==> src/rtl/rpq_pkg.sv <==
// ----------------------------------------------------------------------------
// rpq_pkg
// Types and constants shared by the radar pulse qualifier modules.
// ----------------------------------------------------------------------------
package rpq_pkg;

  // One phy-error report as it arrives.
  typedef struct packed {
    logic [7:0]  phy_error_code;
    logic [11:0] data_length;
    logic [7:0]  ctl_rssi_raw;
    logic [7:0]  ext_rssi_raw;
    logic [7:0]  bw_info;
    logic [7:0]  ext_pulse_length;
    logic [7:0]  pri_pulse_length;
    logic [63:0] timestamp;
  } in_item_t;

  // One qualified pulse.
  typedef struct packed {
    logic [12:0] pulse_freq_mhz;
    logic [63:0] pulse_time;
    logic [7:0]  width_us;
    logic [6:0]  pulse_rssi;
    logic        on_extension;
    logic        last;
  } out_item_t;

  // Stage advance enables handed to the width conversion pipeline.
  typedef struct packed {
    logic s2_en;
    logic s3_en;
  } rpq_adv_t;

  // Error codes that carry a radar report.
  localparam logic [7:0] CODE_RADAR     = 8'd5;
  localparam logic [7:0] CODE_FALSE_EXT = 8'd24;

  // Channel selection taken from the low bits of the info byte.
  localparam logic [1:0] SEL_NONE = 2'd0;
  localparam logic [1:0] SEL_PRI  = 2'd1;
  localparam logic [1:0] SEL_EXT  = 2'd2;
  localparam logic [1:0] SEL_BOTH = 2'd3;

  // Configuration register indexes.
  localparam logic [7:0] CFG_CHANNEL_MHZ = 8'd0;
  localparam logic [7:0] CFG_FAST_CLOCK  = 8'd1;
  localparam logic [7:0] CFG_HT40_PLUS   = 8'd2;

  localparam logic [12:0] CHANNEL_RESET = 13'd5180;
  localparam logic [12:0] EXT_OFFSET    = 13'd20;

  // RSSI margins of the single-channel rules.
  localparam logic [7:0] PRI_MARGIN = 8'd3;
  localparam logic [7:0] EXT_MARGIN = 8'd12;

  // Duration tick lengths in ns and rounding to microseconds.
  localparam int unsigned NS_SLOW = 800;
  localparam int unsigned NS_FAST = 8000 / 11;
  localparam logic [9:0]  TICK_SLOW_NS = 10'(NS_SLOW);
  localparam logic [9:0]  TICK_FAST_NS = 10'(NS_FAST);
  localparam logic [17:0] ROUND_NS     = 18'd500;

  // Division by 1000 as a multiply by a rounded-up reciprocal. The error term
  // times the largest rounded value stays below two to the shift, so the
  // quotient is exact over the whole range.
  localparam int unsigned RECIP_SHIFT = 28;
  localparam int unsigned NS_PER_US   = 1000;
  localparam logic [18:0] RECIP_K =
    19'(((64'd1 << RECIP_SHIFT) + NS_PER_US - 1) / NS_PER_US);

endpackage

==> src/rtl/rpq_width_pipe.sv <==
// ----------------------------------------------------------------------------
// rpq_width_pipe
// Two register stages turning a duration in ticks into rounded microseconds.
// ----------------------------------------------------------------------------
module rpq_width_pipe
  import rpq_pkg::*;
(
  input  logic       clk,
  input  rpq_adv_t   adv,
  input  logic       fast_clock,
  input  logic [7:0] dur_ticks,
  output logic [7:0] width_us
);

  logic [17:0] ns_rnd_r, ns_rnd_nxt;
  logic [35:0] prod_r, prod_nxt;

  always_comb begin
    ns_rnd_nxt = 18'(dur_ticks) * 18'(fast_clock ? TICK_FAST_NS : TICK_SLOW_NS) + ROUND_NS;
    prod_nxt   = 36'(37'(ns_rnd_r) * 37'(RECIP_K));
  end

  always_ff @(posedge clk) begin
    if (adv.s2_en) begin
      ns_rnd_r <= ns_rnd_nxt;
    end
    if (adv.s3_en) begin
      prod_r <= prod_nxt;
    end
  end

  // Quotient bits; the value never exceeds 204, so the top bits are zero.
  assign width_us = prod_r[RECIP_SHIFT +: 8];

endmodule

==> src/rtl/radar_pulse_qualifier.sv <==
// ----------------------------------------------------------------------------
// radar_pulse_qualifier
// Qualifies radar phy-error reports and emits zero, one or two pulses each.
// ----------------------------------------------------------------------------
//  Channel   Direction  Handshake              Payload
//  in_       input      in_valid / in_stall    in_data  (in_item_t)
//  out_      output     out_valid / out_stall  out_data (out_item_t)
//  cfg_      input      cfg_valid / cfg_ready  cfg_index, cfg_data
//
//  Five stages: decode, tick multiply, reciprocal multiply, pulse emitter and
//  output register, which each report passes through in that order.
//  A new report enters every cycle unless out_stall or a dual-pulse report in the
//  emitter holds the pipeline; such a report occupies the emitter for both pulses.
//  Dropped reports are accepted and leave a bubble behind.
//  Reset is synchronous and clears valid bits, the emitter phase and the config registers only.
//  A stall holds each occupied stage whose successor is held; empty stages still fill.
// ----------------------------------------------------------------------------
module radar_pulse_qualifier
  import rpq_pkg::*;
(
  input  logic        clk,
  input  logic        rst_n,
  input  logic        in_valid,
  output logic        in_stall,
  input  in_item_t    in_data,
  output logic        out_valid,
  input  logic        out_stall,
  output out_item_t   out_data,
  input  logic        cfg_valid,
  output logic        cfg_ready,
  input  logic [7:0]  cfg_index,
  input  logic [15:0] cfg_data
);

  logic [12:0] channel_mhz_r;
  logic        fast_clock_r;
  logic        ht40_plus_r;

  // Decode stage.
  logic        s1_valid_r, s1_valid_nxt;
  logic [7:0]  s1_dur_r, s1_dur_nxt;
  logic [6:0]  s1_rssi_r, s1_rssi_nxt;
  logic [1:0]  s1_sel_r;
  logic [63:0] s1_ts_r;

  logic        s2_valid_r, s3_valid_r;
  logic [6:0]  s2_rssi_r, s3_rssi_r;
  logic [1:0]  s2_sel_r, s3_sel_r;
  logic [63:0] s2_ts_r, s3_ts_r;

  // Emitter stage.
  logic        e_valid_r, e_valid_nxt;
  logic        e_phase_r, e_phase_nxt;
  logic [7:0]  e_width_r;
  logic [6:0]  e_rssi_r;
  logic [1:0]  e_sel_r;
  logic [63:0] e_ts_r;

  logic        out_valid_r;
  out_item_t   out_data_r, out_data_nxt;

  logic        o_ready, e_fire, e_done, e_ready, s1_en;
  rpq_adv_t    adv;
  logic [7:0]  width_us;

  logic [1:0]  sel;
  logic [7:0]  ctl_c, ext_c;
  logic        code_ok, keep;
  logic        is_ext;
  logic [12:0] ext_freq;

  assign cfg_ready = 1'b1;

  always_ff @(posedge clk) begin
    if (!rst_n) begin
      channel_mhz_r <= CHANNEL_RESET;
      fast_clock_r  <= 1'b0;
      ht40_plus_r   <= 1'b1;
    end else if (cfg_valid) begin
      case (cfg_index)
        CFG_CHANNEL_MHZ: channel_mhz_r <= cfg_data[12:0];
        CFG_FAST_CLOCK:  fast_clock_r  <= cfg_data[0];
        CFG_HT40_PLUS:   ht40_plus_r   <= cfg_data[0];
        default: ;
      endcase
    end
  end

  // Back-pressure chain: a stage moves when it is empty or its successor moves.
  always_comb begin
    o_ready   = !out_valid_r || !out_stall;
    e_fire    = e_valid_r && o_ready;
    e_done    = e_fire && ((e_sel_r != SEL_BOTH) || e_phase_r);
    e_ready   = !e_valid_r || e_done;
    adv.s3_en = !s3_valid_r || e_ready;
    adv.s2_en = !s2_valid_r || adv.s3_en;
    s1_en     = !s1_valid_r || adv.s2_en;
  end

  assign in_stall = !s1_en;

  // Report qualification and selection.
  always_comb begin
    sel     = in_data.bw_info[1:0];
    ctl_c   = in_data.ctl_rssi_raw[7] ? 8'd0 : in_data.ctl_rssi_raw;
    ext_c   = in_data.ext_rssi_raw[7] ? 8'd0 : in_data.ext_rssi_raw;
    code_ok = (in_data.phy_error_code == CODE_RADAR) ||
              (in_data.phy_error_code == CODE_FALSE_EXT);
    case (sel)
      SEL_PRI: begin
        s1_dur_nxt  = in_data.pri_pulse_length;
        s1_rssi_nxt = (ext_c >= ctl_c + PRI_MARGIN) ? 7'd0 : ctl_c[6:0];
      end
      SEL_EXT: begin
        s1_dur_nxt  = in_data.ext_pulse_length;
        s1_rssi_nxt = (ctl_c >= ext_c + EXT_MARGIN) ? 7'd0 : ext_c[6:0];
      end
      SEL_BOTH: begin
        s1_dur_nxt  = (in_data.ext_pulse_length >= in_data.pri_pulse_length) ?
                      in_data.ext_pulse_length : in_data.pri_pulse_length;
        s1_rssi_nxt = (ctl_c < ext_c) ? ext_c[6:0] : ctl_c[6:0];
      end
      default: begin
        s1_dur_nxt  = 8'd0;
        s1_rssi_nxt = 7'd0;
      end
    endcase
    keep = code_ok && (in_data.data_length != 12'd0) && (sel != SEL_NONE) &&
           (s1_rssi_nxt != 7'd0);
    s1_valid_nxt = in_valid && keep;
  end

  always_ff @(posedge clk) begin
    if (!rst_n) begin
      s1_valid_r <= 1'b0;
      s2_valid_r <= 1'b0;
      s3_valid_r <= 1'b0;
    end else begin
      if (s1_en) begin
        s1_valid_r <= s1_valid_nxt;
      end
      if (adv.s2_en) begin
        s2_valid_r <= s1_valid_r;
      end
      if (adv.s3_en) begin
        s3_valid_r <= s2_valid_r;
      end
    end
  end

  always_ff @(posedge clk) begin
    if (s1_en) begin
      s1_dur_r  <= s1_dur_nxt;
      s1_rssi_r <= s1_rssi_nxt;
      s1_sel_r  <= sel;
      s1_ts_r   <= in_data.timestamp;
    end
    if (adv.s2_en) begin
      s2_rssi_r <= s1_rssi_r;
      s2_sel_r  <= s1_sel_r;
      s2_ts_r   <= s1_ts_r;
    end
    if (adv.s3_en) begin
      s3_rssi_r <= s2_rssi_r;
      s3_sel_r  <= s2_sel_r;
      s3_ts_r   <= s2_ts_r;
    end
  end

  rpq_width_pipe u_width (
    .clk        (clk),
    .adv        (adv),
    .fast_clock (fast_clock_r),
    .dur_ticks  (s1_dur_r),
    .width_us   (width_us)
  );

  // Emitter: a report with both pulses sends the primary first, then stays in the
  // emitter for the extension pulse.
  always_comb begin
    e_valid_nxt = e_valid_r;
    e_phase_nxt = e_phase_r;
    if (e_ready) begin
      e_valid_nxt = s3_valid_r;
      e_phase_nxt = 1'b0;
    end else if (e_fire) begin
      e_phase_nxt = 1'b1;
    end

    is_ext   = (e_sel_r == SEL_EXT) || e_phase_r;
    ext_freq = ht40_plus_r ? (channel_mhz_r + EXT_OFFSET) : (channel_mhz_r - EXT_OFFSET);
    out_data_nxt.pulse_freq_mhz = is_ext ? ext_freq : channel_mhz_r;
    out_data_nxt.pulse_time     = e_ts_r;
    out_data_nxt.width_us       = e_width_r;
    out_data_nxt.pulse_rssi     = e_rssi_r;
    out_data_nxt.on_extension   = is_ext;
    out_data_nxt.last           = (e_sel_r != SEL_BOTH) || e_phase_r;
  end

  always_ff @(posedge clk) begin
    if (!rst_n) begin
      e_valid_r   <= 1'b0;
      e_phase_r   <= 1'b0;
      out_valid_r <= 1'b0;
    end else begin
      e_valid_r <= e_valid_nxt;
      e_phase_r <= e_phase_nxt;
      if (o_ready) begin
        out_valid_r <= e_valid_r;
      end
    end
  end

  always_ff @(posedge clk) begin
    if (e_ready) begin
      e_width_r <= width_us;
      e_rssi_r  <= s3_rssi_r;
      e_sel_r   <= s3_sel_r;
      e_ts_r    <= s3_ts_r;
    end
    if (e_fire) begin
      out_data_r <= out_data_nxt;
    end
  end

  assign out_valid = out_valid_r;
  assign out_data  = out_data_r;

  // The second half of a report only exists for reports with both pulses.
  a_phase_both: assert property (@(posedge clk) disable iff (!rst_n)
    e_phase_r |-> (e_valid_r && (e_sel_r == SEL_BOTH)))
    else $error("emitter in second phase without a dual-pulse report");

  // A primary pulse that is not last is followed at once by its extension pulse.
  a_ext_follows: assert property (@(posedge clk) disable iff (!rst_n)
    (out_valid && !out_stall && !out_data.last) |=> (out_valid && out_data.on_extension))
    else $error("extension pulse did not follow its primary pulse");

  // An empty decode stage never holds off an input transaction.
  a_no_false_stall: assert property (@(posedge clk) disable iff (!rst_n)
    !s1_valid_r |-> !in_stall)
    else $error("input stalled with an empty decode stage");

endmodule
==> config.mk <==
export PLATFORM = sky130hd
export DESIGN_NAME = radar_pulse_qualifier
export DESIGN_NICKNAME = d
export VERILOG_FILES = /design/src/rtl/rpq_pkg.sv /design/src/rtl/rpq_width_pipe.sv /design/src/rtl/radar_pulse_qualifier.sv
export SDC_FILE = /design/constraint.sdc
export NUM_CORES = 1
export LEC_CHECK = 0
export BUFFER_PORTS_ARGS = -buffer_cell sky130_fd_sc_hd__clkbuf_2
export CORE_ASPECT_RATIO = 0.7
export CORE_UTILIZATION = 50
export DETAILED_ROUTE_END_ITERATION = 12
export PLACE_DENSITY = 0.7
export SYNTH_ARGS = -nofsm -noshare
export SYNTH_HDL_FRONTEND = slang
export SYNTH_HIERARCHICAL = 1
export SYNTH_SLANG_ARGS = --single-unit
==> constraint.sdc <==
create_clock -name clk -period 10.16 [get_ports clk]
set_input_delay 1.524 -clock clk [delete_from_list [all_inputs] [get_ports clk]]
set_output_delay 1.524 -clock clk [all_outputs]
set_load 0.1 [all_outputs]
==> summary.txt <==
WP data arrival -> 5.57 ns
Final Non-Filler Cells -> 2253
Ys flop type -> edfxtp_1
R2R setup slack -> 4.85 ns
Hold_sp -> e_ts_r[30]
Drt drc -> 0
Rel. slew slack -> 24.8%
Worst Hold Endpoint -> out_data[47]
EDFF count, synth -> 428
Clock Path Buffers -> 3
Post-Syn Nets -> 1870
Final period util -> 52.2%
Number of port buffers -> 239
Clk slew on worst S/H paths -> 0.06 ns
Cell Area, Placed -> 23200 sq um
Starting Density -> 51.4%
Yosys reg bits -> 449
Layout cells sized above 1 -> 19.5%
Final weighted congestion in routability-driven placement -> 0.863
Max Clk Rate -> 0.188 GHz
Worst setup path start -> u_width/ns_rnd_r[7]
Status -> finished, final reports clean
IO Pins -> 250
Adder-Cell Fraction of Synth Area -> 21.3%
Post-Synth XOR/XNOR Area -> 1.44%
Initial antenna violation count -> 1
HPWL after DPL -> 28500 um
Overflow after GRT -> 0
DR WL/cell -> 17.1 um
Ys async rst share -> 0%
CP Data Required Time -> 10.42 ns
Final instance area -> 24600 sq um
RSZ-0062 raised after global routing -> no
Final-report hold violation count -> 0
Area Overhead vs Synth -> 15.0%
1st-pass router iterations -> 5
Via Count -> 11341
CTS tree -> built
Crit end category -> flop
CTS sink count -> 449
Synth Cell Area -> 21300 sq um
Multiplexer area fraction after synthesis -> 0.662%
Startpoint Class -> flop
First-pass GRT wire length -> 60500 um
Diodes inserted -> 0
Complex-gate fraction of the synthesized area -> 5.85%
Largest area contributor in the netlist -> edfxtp_1
Slew Viols, Final -> 0
Post-DR vias/cell -> 5.03
Synth warn -> 6
Yosys top cell area share -> 60.2%
Root buf cell -> clkbuf_16
Total Neg Setup Slack -> 0 ns
Wirelength, routed -> 38500 um
Hold Path Class -> reg -> reg
Largest family of logic cells by synthesized area -> adder cells
Largest net degree at the start of global routing -> 78
Unique cell type count in the Yosys netlist -> 75
Seq/Total Area, Yosys -> 62.2%
Syn Inst Count -> 1403
All-Layer GR Usage -> 17.8%
Htree depth -> 2
FF-to-FF End -> u_width/prod_r[30]
Post-CTS setup buffers -> 0
Clk_skew -> 0.0144 ns
Worst Max-Slew Pin Slew -> 1.13 ns
Crit Path Class -> reg -> reg
Final net count -> 2144
Post-CTS sizing -> 0
Vias in the first global route -> 11347
Die Span Y -> 175 um
Starting DRC count in detailed routing -> 625
Core Box Area -> 41500 sq um
Top post-synthesis cells by area -> edfxtp_1 (60%), ha_1 (14%), fa_1 (7.6%)
Num CTS Buffers -> 41
DRT antenna net count -> 0
Final setup viols -> 0
CTS Hold Bufs -> 0
R2R cell count -> 18
Post-Synth Simple-Gate Area -> 4.52%
Fillcell total -> 3108
Syn_area_per_cell -> 15.2 sq um
CP max FO -> 6
Post-Place Cells -> 2178
Die footprint -> 43500 sq um
Die span in x -> 249 um
Worst-skew pair later-pin latency -> 0.53 ns
Worst r2r src -> u_width/ns_rnd_r[7]
Max-cap violations -> 0
Final min period -> 5.31 ns
FP Rows -> 62
Worst Hold Path Cells -> 0
## metrics by stage
stage / hold slack [ns] / util (%) / setup WS, ns
after floorplan: 0.400 / - / 4.06
after global placement: 0.400 / 56.0 / 4.89
after detailed placement: 0.405 / 56.0 / 4.86
after CTS: 0.413 / 59.2 / 4.84
after global routing: 0.418 / 59.2 / 4.59
final: 0.413 / 59.2 / 4.85
## sequential cells by signal, summed over array words and instances, names as in the netlist, 13 cells and up
register	count
u_width/ns_rnd_r	18
s2_ts_r	64
s3_ts_r	64
channel_mhz_r	13
out_data	94
s1_ts_r	64
e_ts_r	64
## worst max path at each step
stage | to | slack [ns] | depth (start not counted)
floorplan | in_stall | 4.06 | 5
global placement | u_width/prod_r[30] | 4.89 | 18
detailed placement | u_width/prod_r[30] | 4.86 | 18
CTS | u_width/prod_r[30] | 4.84 | 18
global route | u_width/prod_r[30] | 4.59 | 18
finish | u_width/prod_r[30] | 4.85 | 18
## placed cells by master (no fill, tap or decap), types with 5 or more instances in the layout
cell type | netlist | layout
xor2_1 | 10 | 10
ha_1 | 233 | 233
o21ai_1 | 19 | 19
a21o_1 | 20 | 20
nor4_1 | 5 | 5
dfxtp_1 | 21 | 21
clkinv_2 | 1 | 5
fa_1 | 81 | 81
o211ai_1 | 5 | 5
buf_4 | 1 | 6
nor2b_1 | 22 | 22
inv_1 | 205 | 204
nor2_1 | 34 | 34
o21bai_1 | 5 | 5
o21ai_0 | 22 | 22
nand2b_1 | 14 | 14
a22o_1 | 8 | 8
clkbuf_16 | 0 | 42
clkbuf_1 | 11 | 14
a31oi_1 | 5 | 5
clkbuf_2 | 0 | 239
nand3_1 | 11 | 11
clkbuf_8 | 0 | 7
xnor2_1 | 25 | 25
nor3_1 | 7 | 7
edfxtp_1 | 428 | 428
a21oi_1 | 45 | 44
a211oi_1 | 5 | 5
mux2i_1 | 13 | 13
nand2_1 | 53 | 51
o21a_1 | 10 | 10
## routing by layer
metal  GRT usage [%]  share of wire (%)
met5               0              0.036
met2            29.1                 47
met4            4.22                1.9
met1            25.0                 47
met3            3.13                4.7
## area by class of cell
| type | count | area (sq um) | area share [%] |
|---|---|---|---|
| inverter | 210 | 798 | 3.25 |
| clock inverter | 12 | 128 | 0.520 |
| sequential | 449 | 13300 | 54.1 |
| tap | 544 | 681 | 2.77 |
| timing repair buffer | 245 | 1240 | 5.06 |
| multi-input combinational | 730 | 7230 | 29.5 |
| clock buffer | 63 | 1200 | 4.89 |
## synth_stat cells, drive strengths merged, types with 10 or more instances
| cell | n |
|---|---|
| nand2b | 14 |
| o21a | 10 |
| o21ai | 41 |
| xor2 | 10 |
| nand2 | 54 |
| edfxtp | 428 |
| nand3 | 11 |
| dfxtp | 21 |
| clkbuf | 11 |
| nor2 | 35 |
| mux2i | 13 |
| xnor2 | 25 |
| a21oi | 46 |
| inv | 209 |
| fa | 81 |
| nor2b | 22 |
| ha | 233 |
| a21o | 20 |
## worst max-delay path, stage by stage (launching register included)
cell,delay [ns]
edfxtp_1,0.55
ha_1,0.36
ha_1,0.23
fa_1,0.54
inv_1,0.05
fa_1,0.47
inv_1,0.06
fa_1,0.54
inv_1,0.06
fa_1,0.52
inv_1,0.04
ha_1,0.20
a21oi_1,0.16
o21ai_1,0.09
a21o_1,0.22
or3_1,0.37
a21oi_2,0.27
a2111oi_0,0.15
nand3b_1,0.17
## logic make-up (layout without fill, tap and decap cells)
group           after synthesis  count (layout)
other cells                   3               3
mux                          14              14
fa+ha+maj                   314             314
compound gates              181             181
xor+xnor                     35              35
flops                       449             449
buf+inv                     224             530
simple gates                183             183
Power is not shown: default switching activity piles up to over one toggle a cycle in this logic, so the estimate is an artifact.
